### src/owms_pkg.sv
package owms_pkg;

  localparam logic [7:0] CMD_READ_ROM  = 8'h33;
  localparam logic [7:0] CMD_SKIP_ROM  = 8'hCC;
  localparam logic [7:0] CMD_READ_MEM  = 8'hF0;
  localparam logic [7:0] CMD_WRITE_MEM = 8'h0F;

  localparam logic [63:0] ROM_ID_RESET = 64'hEF00_0065_ED8D_5209;

  localparam logic [7:0] CRC_POLY = 8'h8C;

  localparam int IMAGE_HEAD_LEN = 42;
  localparam int IMAGE_TAIL_INDEX = 129;
  localparam logic [7:0] IMAGE_TAIL_VALUE = 8'h17;
  localparam logic [7:0] IMAGE_FILL = 8'hFF;

  localparam logic [7:0] IMAGE_HEAD [IMAGE_HEAD_LEN] = '{
    8'h44, 8'h45, 8'h4c, 8'h4c, 8'h30, 8'h30, 8'h41, 8'h43, 8'h31, 8'h38, 8'h30, 8'h31,
    8'h39, 8'h35, 8'h30, 8'h39, 8'h32, 8'h43, 8'h4e, 8'h30, 8'h33, 8'h58, 8'h59, 8'h59,
    8'h38, 8'h43, 8'h48, 8'h32, 8'h30, 8'h30, 8'h30, 8'h33, 8'h47, 8'h43, 8'h34, 8'h34,
    8'h4b, 8'h41, 8'h30, 8'h31, 8'hd2, 8'h6e
  };

  localparam logic [1:0] PHASE_CODE_IDLE = 2'd0;
  localparam logic [1:0] PHASE_CODE_RX   = 2'd1;
  localparam logic [1:0] PHASE_CODE_TX   = 2'd2;
  localparam logic [1:0] PHASE_CODE_CMD  = 2'd3;

  typedef enum logic [3:0] {
    PH_IDLE = 4'b0001,
    PH_RX   = 4'b0010,
    PH_TX   = 4'b0100,
    PH_CMD  = 4'b1000
  } phase_t;

  typedef enum logic [7:0] {
    STEP_NONE       = 8'b0000_0001,
    STEP_COMMAND    = 8'b0000_0010,
    STEP_READ_ARGS  = 8'b0000_0100,
    STEP_WRITE_ARGS = 8'b0000_1000,
    STEP_SEND_ROM   = 8'b0001_0000,
    STEP_SEND_RCRC  = 8'b0010_0000,
    STEP_SEND_WCRC  = 8'b0100_0000,
    STEP_SEND_DATA  = 8'b1000_0000
  } step_t;

  typedef struct packed {
    logic [1:0] phase;
    logic [7:0] rx_byte;
    logic       rx_byte_valid;
    logic       drive_zero;
    logic       presence;
  } result_t;

  typedef struct packed {
    logic        rd_en;
    logic        wr_en;
    logic [15:0] addr;
    logic [7:0]  wdata;
  } mem_req_t;

  function automatic logic [7:0] crc8_add(input logic [7:0] crc, input logic [7:0] b);
    logic [7:0] c;
    c = crc ^ b;
    for (int i = 0; i < 8; i++) begin
      c = c[0] ? ((c >> 1) ^ CRC_POLY) : (c >> 1);
    end
    return c;
  endfunction

  function automatic logic [7:0] image_byte(input logic [15:0] idx);
    logic [7:0] v;
    if (idx < 16'(IMAGE_HEAD_LEN)) begin
      v = IMAGE_HEAD[idx[5:0]];
    end else if (idx == 16'(IMAGE_TAIL_INDEX)) begin
      v = IMAGE_TAIL_VALUE;
    end else begin
      v = IMAGE_FILL;
    end
    return v;
  endfunction

endpackage

### src/owms_ram.sv
module owms_ram #(
  parameter int WIDTH = 8,
  parameter int DEPTH = 130,
  localparam int AW = (DEPTH > 1) ? $clog2(DEPTH) : 1
) (
  input  logic             clk,
  input  logic             we,
  input  logic [AW-1:0]    waddr,
  input  logic [WIDTH-1:0] wdata,
  input  logic             re,
  input  logic [AW-1:0]    raddr,
  output logic [WIDTH-1:0] rdata
);

  logic [WIDTH-1:0] mem [DEPTH];

  always_ff @(posedge clk) begin
    if (we) begin
      mem[waddr] <= wdata;
    end
    if (re) begin
      rdata <= mem[raddr];
    end
  end

endmodule

### src/owms_core.sv
module owms_core import owms_pkg::*; #(
  parameter int MEM_BYTES = 130
) (
  input  logic        clk,
  input  logic        rst,
  input  logic        fire,
  input  logic        cmd,
  input  logic        bus_bit,
  input  logic [63:0] rom_id,
  input  logic [7:0]  ram_rdata,
  output mem_req_t    mem_req,
  output result_t     res
);

  localparam logic [16:0] MEM_LIMIT = 17'(MEM_BYTES);

  phase_t      phase, phase_next;
  step_t       step, step_next;
  logic [2:0]  bit_index, bit_index_next;
  logic [7:0]  byte_index, byte_index_next;
  logic [7:0]  byte_count, byte_count_next;
  logic [7:0]  shift_byte, shift_byte_next;
  logic        shift_from_ram, shift_from_ram_next;
  logic [7:0]  command_byte, command_byte_next;
  logic        selected, selected_next;
  logic [15:0] mem_address, mem_address_next;
  logic [7:0]  write_data, write_data_next;
  logic [7:0]  crc_byte, crc_byte_next;

  logic [7:0]  eff_shift;
  logic [7:0]  rx_shift;
  logic [7:0]  crc_rx;
  logic [7:0]  crc_cmd;
  logic [16:0] addr_inc;
  logic [7:0]  byte_index_inc;

  always_comb begin
    phase_next          = phase;
    step_next           = step;
    bit_index_next      = bit_index;
    byte_index_next     = byte_index;
    byte_count_next     = byte_count;
    shift_byte_next     = shift_byte;
    shift_from_ram_next = shift_from_ram;
    command_byte_next   = command_byte;
    selected_next       = selected;
    mem_address_next    = mem_address;
    write_data_next     = write_data;
    crc_byte_next       = crc_byte;
    mem_req             = '0;
    res                 = '0;

    eff_shift      = shift_from_ram ? ram_rdata : shift_byte;
    rx_shift       = eff_shift | (8'(bus_bit) << bit_index);
    crc_rx         = crc8_add(crc_byte, rx_shift);
    crc_cmd        = crc8_add(8'h00, rx_shift);
    addr_inc       = {1'b0, mem_address} + 17'd1;
    byte_index_inc = byte_index + 8'd1;

    if (fire) begin
      shift_byte_next     = eff_shift;
      shift_from_ram_next = 1'b0;
      if (!cmd) begin
        res.presence    = 1'b1;
        selected_next   = 1'b0;
        phase_next      = PH_CMD;
        step_next       = STEP_COMMAND;
        byte_count_next = 8'd1;
        byte_index_next = '0;
        bit_index_next  = '0;
        shift_byte_next = '0;
      end else if (phase == PH_RX || phase == PH_CMD) begin
        if (bit_index != 3'd7) begin
          bit_index_next  = bit_index + 3'd1;
          shift_byte_next = rx_shift;
        end else begin
          res.rx_byte_valid = 1'b1;
          res.rx_byte       = rx_shift;
          bit_index_next    = '0;
          shift_byte_next   = '0;
          byte_index_next   = '0;
          if (phase == PH_CMD) begin
            command_byte_next = rx_shift;
            phase_next        = PH_IDLE;
            step_next         = STEP_NONE;
            case (rx_shift)
              CMD_READ_ROM: begin
                byte_count_next = 8'd8;
                phase_next      = PH_TX;
                step_next       = STEP_SEND_ROM;
                shift_byte_next = rom_id[7:0];
              end
              CMD_SKIP_ROM: begin
                selected_next   = 1'b1;
                phase_next      = PH_CMD;
                step_next       = STEP_COMMAND;
                byte_count_next = 8'd1;
              end
              CMD_READ_MEM: begin
                if (selected) begin
                  phase_next      = PH_RX;
                  step_next       = STEP_READ_ARGS;
                  byte_count_next = 8'd2;
                  crc_byte_next   = crc_cmd;
                end
              end
              CMD_WRITE_MEM: begin
                if (selected) begin
                  phase_next      = PH_RX;
                  step_next       = STEP_WRITE_ARGS;
                  byte_count_next = 8'd3;
                  crc_byte_next   = crc_cmd;
                end
              end
              default: begin
                phase_next = PH_IDLE;
              end
            endcase
          end else begin
            if (byte_index == 8'd0) begin
              mem_address_next = {mem_address[15:8], rx_shift};
            end else if (byte_index == 8'd1) begin
              mem_address_next = {rx_shift, mem_address[7:0]};
            end else begin
              write_data_next = rx_shift;
            end
            byte_index_next = byte_index_inc;
            crc_byte_next   = crc_rx;
            if (byte_index_inc >= byte_count) begin
              byte_index_next = '0;
              if (step == STEP_READ_ARGS) begin
                phase_next      = PH_TX;
                step_next       = STEP_SEND_RCRC;
                shift_byte_next = crc_rx;
              end else if (step == STEP_WRITE_ARGS) begin
                phase_next      = PH_TX;
                step_next       = STEP_SEND_WCRC;
                shift_byte_next = crc_rx;
              end else begin
                phase_next = PH_IDLE;
                step_next  = STEP_NONE;
              end
            end
          end
        end
      end else if (phase == PH_TX) begin
        res.drive_zero = ~eff_shift[bit_index];
        if (bit_index != 3'd7) begin
          bit_index_next = bit_index + 3'd1;
        end else begin
          bit_index_next = '0;
          case (step)
            STEP_SEND_ROM: begin
              byte_index_next = byte_index_inc;
              if (byte_index_inc >= 8'd8 || byte_index_inc >= byte_count) begin
                phase_next      = PH_IDLE;
                step_next       = STEP_NONE;
                shift_byte_next = '0;
              end else begin
                shift_byte_next = rom_id[8*byte_index_inc[2:0] +: 8];
              end
            end
            STEP_SEND_RCRC: begin
              if ({1'b0, mem_address} < MEM_LIMIT) begin
                step_next           = STEP_SEND_DATA;
                mem_req.rd_en       = 1'b1;
                mem_req.addr        = mem_address;
                shift_from_ram_next = 1'b1;
              end else begin
                phase_next      = PH_IDLE;
                step_next       = STEP_NONE;
                shift_byte_next = '0;
              end
            end
            STEP_SEND_WCRC: begin
              if ({1'b0, mem_address} < MEM_LIMIT) begin
                mem_req.wr_en = 1'b1;
                mem_req.addr  = mem_address;
                mem_req.wdata = write_data;
              end
              phase_next      = PH_IDLE;
              step_next       = STEP_NONE;
              shift_byte_next = '0;
            end
            STEP_SEND_DATA: begin
              if (addr_inc < MEM_LIMIT) begin
                mem_address_next    = addr_inc[15:0];
                mem_req.rd_en       = 1'b1;
                mem_req.addr        = addr_inc[15:0];
                shift_from_ram_next = 1'b1;
              end else begin
                phase_next      = PH_IDLE;
                step_next       = STEP_NONE;
                shift_byte_next = '0;
              end
            end
            default: begin
              phase_next      = PH_IDLE;
              step_next       = STEP_NONE;
              shift_byte_next = '0;
            end
          endcase
        end
      end else begin
        phase_next = PH_IDLE;
      end
    end

    case (phase_next)
      PH_IDLE: res.phase = PHASE_CODE_IDLE;
      PH_RX:   res.phase = PHASE_CODE_RX;
      PH_TX:   res.phase = PHASE_CODE_TX;
      PH_CMD:  res.phase = PHASE_CODE_CMD;
      default: res.phase = PHASE_CODE_IDLE;
    endcase
  end

  always_ff @(posedge clk) begin
    if (rst) begin
      phase          <= PH_IDLE;
      step           <= STEP_NONE;
      bit_index      <= '0;
      byte_index     <= '0;
      byte_count     <= '0;
      shift_byte     <= '0;
      shift_from_ram <= 1'b0;
      command_byte   <= '0;
      selected       <= 1'b0;
      mem_address    <= '0;
      write_data     <= '0;
      crc_byte       <= '0;
    end else begin
      phase          <= phase_next;
      step           <= step_next;
      bit_index      <= bit_index_next;
      byte_index     <= byte_index_next;
      byte_count     <= byte_count_next;
      shift_byte     <= shift_byte_next;
      shift_from_ram <= shift_from_ram_next;
      command_byte   <= command_byte_next;
      selected       <= selected_next;
      mem_address    <= mem_address_next;
      write_data     <= write_data_next;
      crc_byte       <= crc_byte_next;
    end
  end

endmodule

### src/onewire_memory_slave_top.sv
// 1-Wire memory slave, protocol level. Each input transfer on the s_ side is one
// bus event: s_tuser low for a reset pulse, high for one time slot with the
// sampled line level in s_tdata[0]. Each input transfer produces exactly one
// output transfer on the m_ side with presence, drive_zero, the received byte
// and the protocol phase after that event.
// The user must load the rom_id register through cfg_we and cfg_data only while
// the block is idle; the block itself does not enforce this. The event is held
// in an input register, then processed into the output register when that
// register is free; m_tvalid rises once the output register holds the result.
// Throughput is one event per cycle while m_tready stays high. A memory read for
// the next transmitted byte is issued in the cycle that finishes the previous
// byte, so its data is ready for the next slot.
// After reset the data memory is loaded with its default image, one byte per
// cycle; s_tready stays low meanwhile.
// When the receiver stalls, the output register holds its transfer and the
// input register takes one more event before s_tready drops.
module onewire_memory_slave_top import owms_pkg::*; #(
  parameter int MEM_BYTES = 130
) (
  input  logic        clk,
  input  logic        rst,
  input  logic        s_tvalid,
  output logic        s_tready,
  input  logic [7:0]  s_tdata,   // [0] bus_bit, [7:1] zero
  input  logic        s_tuser,   // [0] cmd
  output logic        m_tvalid,
  input  logic        m_tready,
  output logic [15:0] m_tdata,   // [0] presence, [1] drive_zero, [2] rx_byte_valid,
                                 // [10:3] rx_byte, [12:11] phase, [15:13] zero
  input  logic        cfg_we,
  input  logic [63:0] cfg_data
);

  localparam int AW = (MEM_BYTES > 1) ? $clog2(MEM_BYTES) : 1;
  localparam logic [AW-1:0] CLR_LAST = AW'(MEM_BYTES - 1);

  logic [63:0]   rom_id;
  logic          in_valid;
  logic          in_cmd;
  logic          in_bit;
  result_t       out_res;
  logic          clearing;
  logic [AW-1:0] clr_addr;

  logic          out_free;
  logic          fire;
  logic          s_fire;
  result_t       res;
  mem_req_t      mem_req;
  logic          ram_we;
  logic [AW-1:0] ram_waddr;
  logic [7:0]    ram_wdata;
  logic          ram_re;
  logic [7:0]    ram_rdata;

  assign out_free = !m_tvalid || m_tready;
  assign fire     = in_valid && out_free;
  assign s_tready = !rst && !clearing && (!in_valid || out_free);
  assign s_fire   = s_tvalid && s_tready;
  assign m_tdata  = {3'b000, out_res};

  assign ram_we    = clearing || (fire && mem_req.wr_en);
  assign ram_waddr = clearing ? clr_addr : mem_req.addr[AW-1:0];
  assign ram_wdata = clearing ? image_byte(16'(clr_addr)) : mem_req.wdata;
  assign ram_re    = fire && mem_req.rd_en;

  owms_core #(
    .MEM_BYTES(MEM_BYTES)
  ) u_core (
    .clk       (clk),
    .rst       (rst),
    .fire      (fire),
    .cmd       (in_cmd),
    .bus_bit   (in_bit),
    .rom_id    (rom_id),
    .ram_rdata (ram_rdata),
    .mem_req   (mem_req),
    .res       (res)
  );

  owms_ram #(
    .WIDTH(8),
    .DEPTH(MEM_BYTES)
  ) u_ram (
    .clk   (clk),
    .we    (ram_we),
    .waddr (ram_waddr),
    .wdata (ram_wdata),
    .re    (ram_re),
    .raddr (mem_req.addr[AW-1:0]),
    .rdata (ram_rdata)
  );

  always_ff @(posedge clk) begin
    if (rst) begin
      rom_id   <= ROM_ID_RESET;
      in_valid <= 1'b0;
      m_tvalid <= 1'b0;
      clearing <= 1'b1;
      clr_addr <= '0;
    end else begin
      if (cfg_we) begin
        rom_id <= cfg_data;
      end
      if (clearing) begin
        clr_addr <= clr_addr + AW'(1);
        if (clr_addr == CLR_LAST) begin
          clearing <= 1'b0;
        end
      end
      if (s_fire) begin
        in_valid <= 1'b1;
      end else if (fire) begin
        in_valid <= 1'b0;
      end
      if (fire) begin
        m_tvalid <= 1'b1;
      end else if (m_tready) begin
        m_tvalid <= 1'b0;
      end
    end
  end

  always_ff @(posedge clk) begin
    if (s_fire) begin
      in_cmd <= s_tuser;
      in_bit <= s_tdata[0];
    end
    if (fire) begin
      out_res <= res;
    end
  end

endmodule

### config.mk
export PLATFORM = sky130hd
export DESIGN_NAME = onewire_memory_slave_top
export DESIGN_NICKNAME = d
export VERILOG_FILES = /design/src/owms_pkg.sv /design/src/owms_ram.sv /design/src/owms_core.sv /design/src/onewire_memory_slave_top.sv
export SDC_FILE = /design/constraint.sdc
export NUM_CORES = 2
export LEC_CHECK = 0
export BUFFER_PORTS_ARGS = -buffer_cell sky130_fd_sc_hd__buf_2
export CELL_PAD_IN_SITES_DETAIL_PLACEMENT = 1
export CELL_PAD_IN_SITES_GLOBAL_PLACEMENT = 1
export CORE_ASPECT_RATIO = 0.5
export CORE_UTILIZATION = 54
export DETAILED_ROUTE_END_ITERATION = 10
export GPL_ROUTABILITY_DRIVEN = 0
export GPL_TIMING_DRIVEN = 0
export PLACE_DENSITY_LB_ADDON = 0.25
export SLEW_MARGIN = 5
export SYNTH_ARGS = -nofsm -noshare
export SYNTH_HDL_FRONTEND = slang
export SYNTH_HIERARCHICAL = 1
export SYNTH_SLANG_ARGS = --single-unit
### constraint.sdc
create_clock -name clk -period 8.9 [get_ports clk]
set_input_delay 1.335 -clock clk [delete_from_list [all_inputs] [get_ports clk]]
set_output_delay 1.335 -clock clk [all_outputs]
set_load 0.02 [all_outputs]
Yosys cells after proc, flatten, opt, wreduce, memory -nomap -nowiden
Memories as Yosys holds them, arrays and structs flattened. A register that Yosys moved wholly into a read port is not among the register bits.
Index checks and enable logic that the tools add are counted.
{ "word_totals": {"latch_bits": 0, "mem_count": 2, "mem_bits_rw": 1040, "output_inout_bits": 18, "register_bits": 163, "inputBits": 78, "rom_bits": 512, "wordCells": 277} }
{ "memory_table": {"columns": ["name", "words", "width", "rd", "rd_clocked_by_memory_dff", "write_ports", "line_no", "rtl"], "rows": [
  ["u_ram.mem", 130, 8, 1, 1, 1, "owms_ram.sv:15", "logic [WIDTH-1:0] mem [DEPTH];"],
  ["(no name shown)", 64, 8, 1, 0, 0, "owms_pkg.sv:74", "v = IMAGE_HEAD[idx[5:0]];"]
]} }
{ "classes": {"n_eq_ne": 41, "shifts": 2, "n_reduce_logical": 34, "div": 0, "order_cmp": 7, "bitwise_logic": 27, "n_mul": 0, "mux": 136, "add_sub_neg": 4} }
{ "ops": {"columns": ["op", "count"], "rows": [
  ["8-bit two-way mux", 64],
  ["16-bit two-way mux", 11],
  ["26-bit two-way mux", 5],
  ["8-bit case mux with 4 select lines", 2],
  ["64-bit by 7-bit indexed part select with 8-bit output", 1],
  ["4-bit two-way mux", 13],
  ["2-bit inverter with 3-bit output", 16],
  ["16-bit case mux with 3 select lines", 1],
  ["8-bit case mux with 3 select lines", 2],
  ["8-bit equality test, second input constant", 4],
  ["25-bit two-way mux", 1],
  ["4-bit case mux with 3 select lines", 2],
  ["1-bit two-way mux", 23],
  ["7-bit AND reduction", 3],
  ["3-bit two-way mux", 6],
  ["16-bit by 1-bit adder with 17-bit output, second input constant", 1],
  ["17-bit by 8-bit less-than comparator with 1-bit output, second input constant", 1],
  ["8-bit by 1-bit adder with 8-bit output, second input constant", 2],
  ["8-bit by 4-bit equality test with 1-bit output, second input constant", 2],
  ["8-bit by 6-bit equality test with 1-bit output, second input constant", 2],
  ["16-bit by 8-bit less-than comparator with 1-bit output, second input constant", 1],
  ["2-bit inequality test, second input constant", 8],
  ["7-bit two-way mux", 2],
  ["10-bit AND reduction", 1],
  ["other kinds (40)", 77]
]} }

Logic depth before layout (Yosys ltp)
{ "logic_depth": {"ltp_word": 26, "depth_mapped": 24, "ltp_nobuf": 15} }

Cells and area by module
Netlist, hierarchy kept.
{ "by_module_without_submodules": {"columns": ["mod", "area_per_inst_um2", "cells_per_inst", "seq_area_each_um2", "n_inst"], "rows": [
  ["owms_ram", 41423.5, 2081, 31470.2, 1],
  ["owms_core", 6294.8, 806, 1361.3, 1],
  ["onewire_memory_slave_top", 3948.8, 382, 1951.9, 1]
]} }

Least setup slack after synthesis
No wires, ideal clock.
{ "synth_path": {"kind": "input to register", "from": "input m_tready", "to": "memory u_ram.mem[0][5] (data pin)", "slack_ps": 1057, "t_arrival_ps": 6863, "n_path_buf": 0, "required_ps": 7920, "path_stages": 9, "cell_sequence": "nand2b_1 > and2_1 > nand2_1 > nor4_2 > nand2_1 > nor3_1 > and2_1 > nor2_1 > a31oi_1"} }
{ "synth_lines": {"columns": ["item", "line_no", "rtl"], "rows": [
  ["from (decl)", "onewire_memory_slave_top.sv:27", "input logic m_tready,"],
  ["to (decl)", "owms_ram.sv:15", null]
]} }

==> flow_summary.ini <==
[route]
maxUsedRoutingLayer = met5
vias = 33655
dr.pass1.iters = 7
dr_wl_met2_mm = 77.1
vias_per_cell = 6.97
routedWlPerCell_um = 36.0
drc_errors = 0
ant_nets = 0
first_iter_violations = 5046
wl_mm = 174
wl_met3_mm = 22.8
wl_met1_mm = 63.6

[critical_path]
r2r_start = u_core/mem_address[1]$_SDFFE_PP0P_
path_class = in2reg
cp_max_fo = 18
cp-end-kind = flop
r2r_cells = 20
worstPathArrival_ps = 8960
r2r-end = u_ram/rdata[4]$_DFFE_PP_
reg2reg_slack_ps = 600
worst_setup_path_start_kind = input port
required_ps = 9280

[cts]
cts.root.buffer_cell = clkbuf_16
clk_pin_slew_ps = 70
worst_skew_pair.late_latency_ps = 730
clockBufferDepth = 3
post_cts_buffers = 0
htreeDepth = 3
cts_tree = yes
cts_buffers = 104
ctsResizeCount = 0
cts_hold_buf = 0
cts.sinks = 1206

[min_path]
holdPathStages = 2
hold_path.class = reg2reg
min_from = u_core/crc_byte[6]$_SDFFE_PP0P_
hold_end = u_core/crc_byte[6]$_SDFFE_PP0P_

[floorplan]
core_um2 = 93800
fp-row-count = 79
fp.dieW_um = 439
pin_count = 96
start_util_pct = 55.0
dieHeight_um = 221
design.die.area_um2 = 96900

[power]
totalPowerFinal_uw = 11300
p_sw_uw = 2420
p_comb_share_pct = 3.2
p_leak_uw = 0.0182
ir_worst_vdd_v = 0.000142
p_seq_share_pct = 55.0
clockPowerShare_pct = 41.8
p_per_area_nw_per_um2 = 196
internal-power_uw = 8890
swShare_pct = 21.4

[sta]
rsz0062_at_grt = no
slew_viol_final = 6
hold_viol_final = 0
tightest_slew_ps = 1540
max_freq_ghz = 0.117
period_share_pct = 96.4
min_period_ps = 8580
fin_worst_skew_ps = 39.4
setup_viol = 0
fin_ws_ps = 321
relSlewSlack_pct = -2.73
finalSetupTns_ps = 0

[cells_and_area]
area_growth_pct = 12.0
layout-drive-gt1-share_pct = 18.0
n_fill_cell = 8447
fin_nets = 3573

[global_route]
antenna_found_initial = 6
grt_max_degree = 72
grt_use_total_pct = 36.0
grt_pass1_vias = 33848
grt_pass1_wl_mm = 245
overflow = 0

[status]
outcome = finished, violations left
violations = capacitance limit, slew limit

[yosys]
syn_area_per_cell_um2 = 15.8
synth_cells = 3260
syn_area_um2 = 51600
ys_warn_count = 6

[placed_design]
hpwl_mm = 119
portBuffers = 84
dp_slack_ps = 299

[run]
maxCapViolCount = 1
## power groups by stage
stage	Combinational, uW	Sequential, uW	Clock (uW)
2_1_floorplan	157	6350	0
3_3_place_gp	281	6390	0
3_5_place_dp	344	6340	0
4_1_cts	345	6220	4770
5_1_grt	368	6220	4960
6_report	360	6220	4730
## flip-flops by register name (all words and copies together) (netlist names), 3 cells and up
| register | cells |
|---|---|
| u_core/bit_index | 3 |
| u_ram/mem | 1040 |
| clr_addr | 8 |
| u_core/shift_byte | 8 |
| u_core/byte_count | 3 |
| u_core/mem_address | 16 |
| rom_id | 64 |
| u_core/write_data | 8 |
| u_core/step | 8 |
| u_core/byte_index | 8 |
| u_core/phase | 4 |
| m_tdata | 13 |
| u_ram/rdata | 8 |
| u_core/crc_byte | 8 |
## cell type report
| class | instances | area [um2] | share of cell area [%] |
|---|---|---|---|
| tap | 1255 | 1570 | 2.72 |
| buffer | 210 | 1330 | 2.31 |
| inverter | 23 | 86.3 | 0.149 |
| multi-input combinational | 1823 | 15500 | 26.9 |
| sequential | 1206 | 34800 | 60.2 |
| clock inverter | 67 | 704 | 1.22 |
| antenna | 8 | 20.0 | 0.0346 |
| clock buffer | 124 | 2770 | 4.80 |
| timing repair buffer | 110 | 981 | 1.70 |
## stage by stage
stage	instance area (um2)	instances	hold WS [ps]	utilization, %
floorplan	51600	3262	444	-
global placement	53600	4601	460	57.1
detailed placement	54300	4627	472	57.9
CTS	57800	4818	483	61.6
global route	57800	4819	516	61.6
finish	57800	4826	485	61.6
## worst max-delay path, cell delays in order
cell and delay [ps]:
buf_2 90, nand2b_1 130, and2_1 930, nand2_1 280, nor4_2 560, o2111ai_1 590
a21oi_1 1160, buf_2 470, buf_2 380, buf_2 540, nand3_1 390, o22ai_1 400
nor3_1 180, a211oi_1 1150, nor3_1 340
## routing by layer
metal,vias to the layer above,global-route usage (%)
li1,13398,-
met1,17235,45.7
met2,2415,55.0
met3,601,13.1
met4,6,17.8
met5,-,0.880
## layout by cell type, fill, tap and decap left out, types with 69 or more instances in the layout
master,n
a21oi_1,88
buf_2,136
clkbuf_1,104
clkbuf_16,107
dfxtp_1,143
edfxtp_1,1063
mux2i_1,234
mux4_2,182
nand2_1,112
nor2_1,303
nor3_1,71
o21ai_0,69
## how the worst max path moves through the flow
stage	start	to	cells after the start	slack, ps
floorplan	m_tready	u_ram/mem[0][5]$_DFFE_PP_	9	1060
global placement	m_tready	u_ram/mem[72][2]$_DFFE_PP_	10	-5390
detailed placement	m_tready	u_ram/rdata[1]$_DFFE_PP_	14	300
CTS	m_tready	u_ram/rdata[4]$_DFFE_PP_	15	1020
global route	m_tready	u_ram/rdata[4]$_DFFE_PP_	15	430
finish	m_tready	u_ram/rdata[4]$_DFFE_PP_	15	320
No activity file was read; power rests on OpenSTA's default activity.
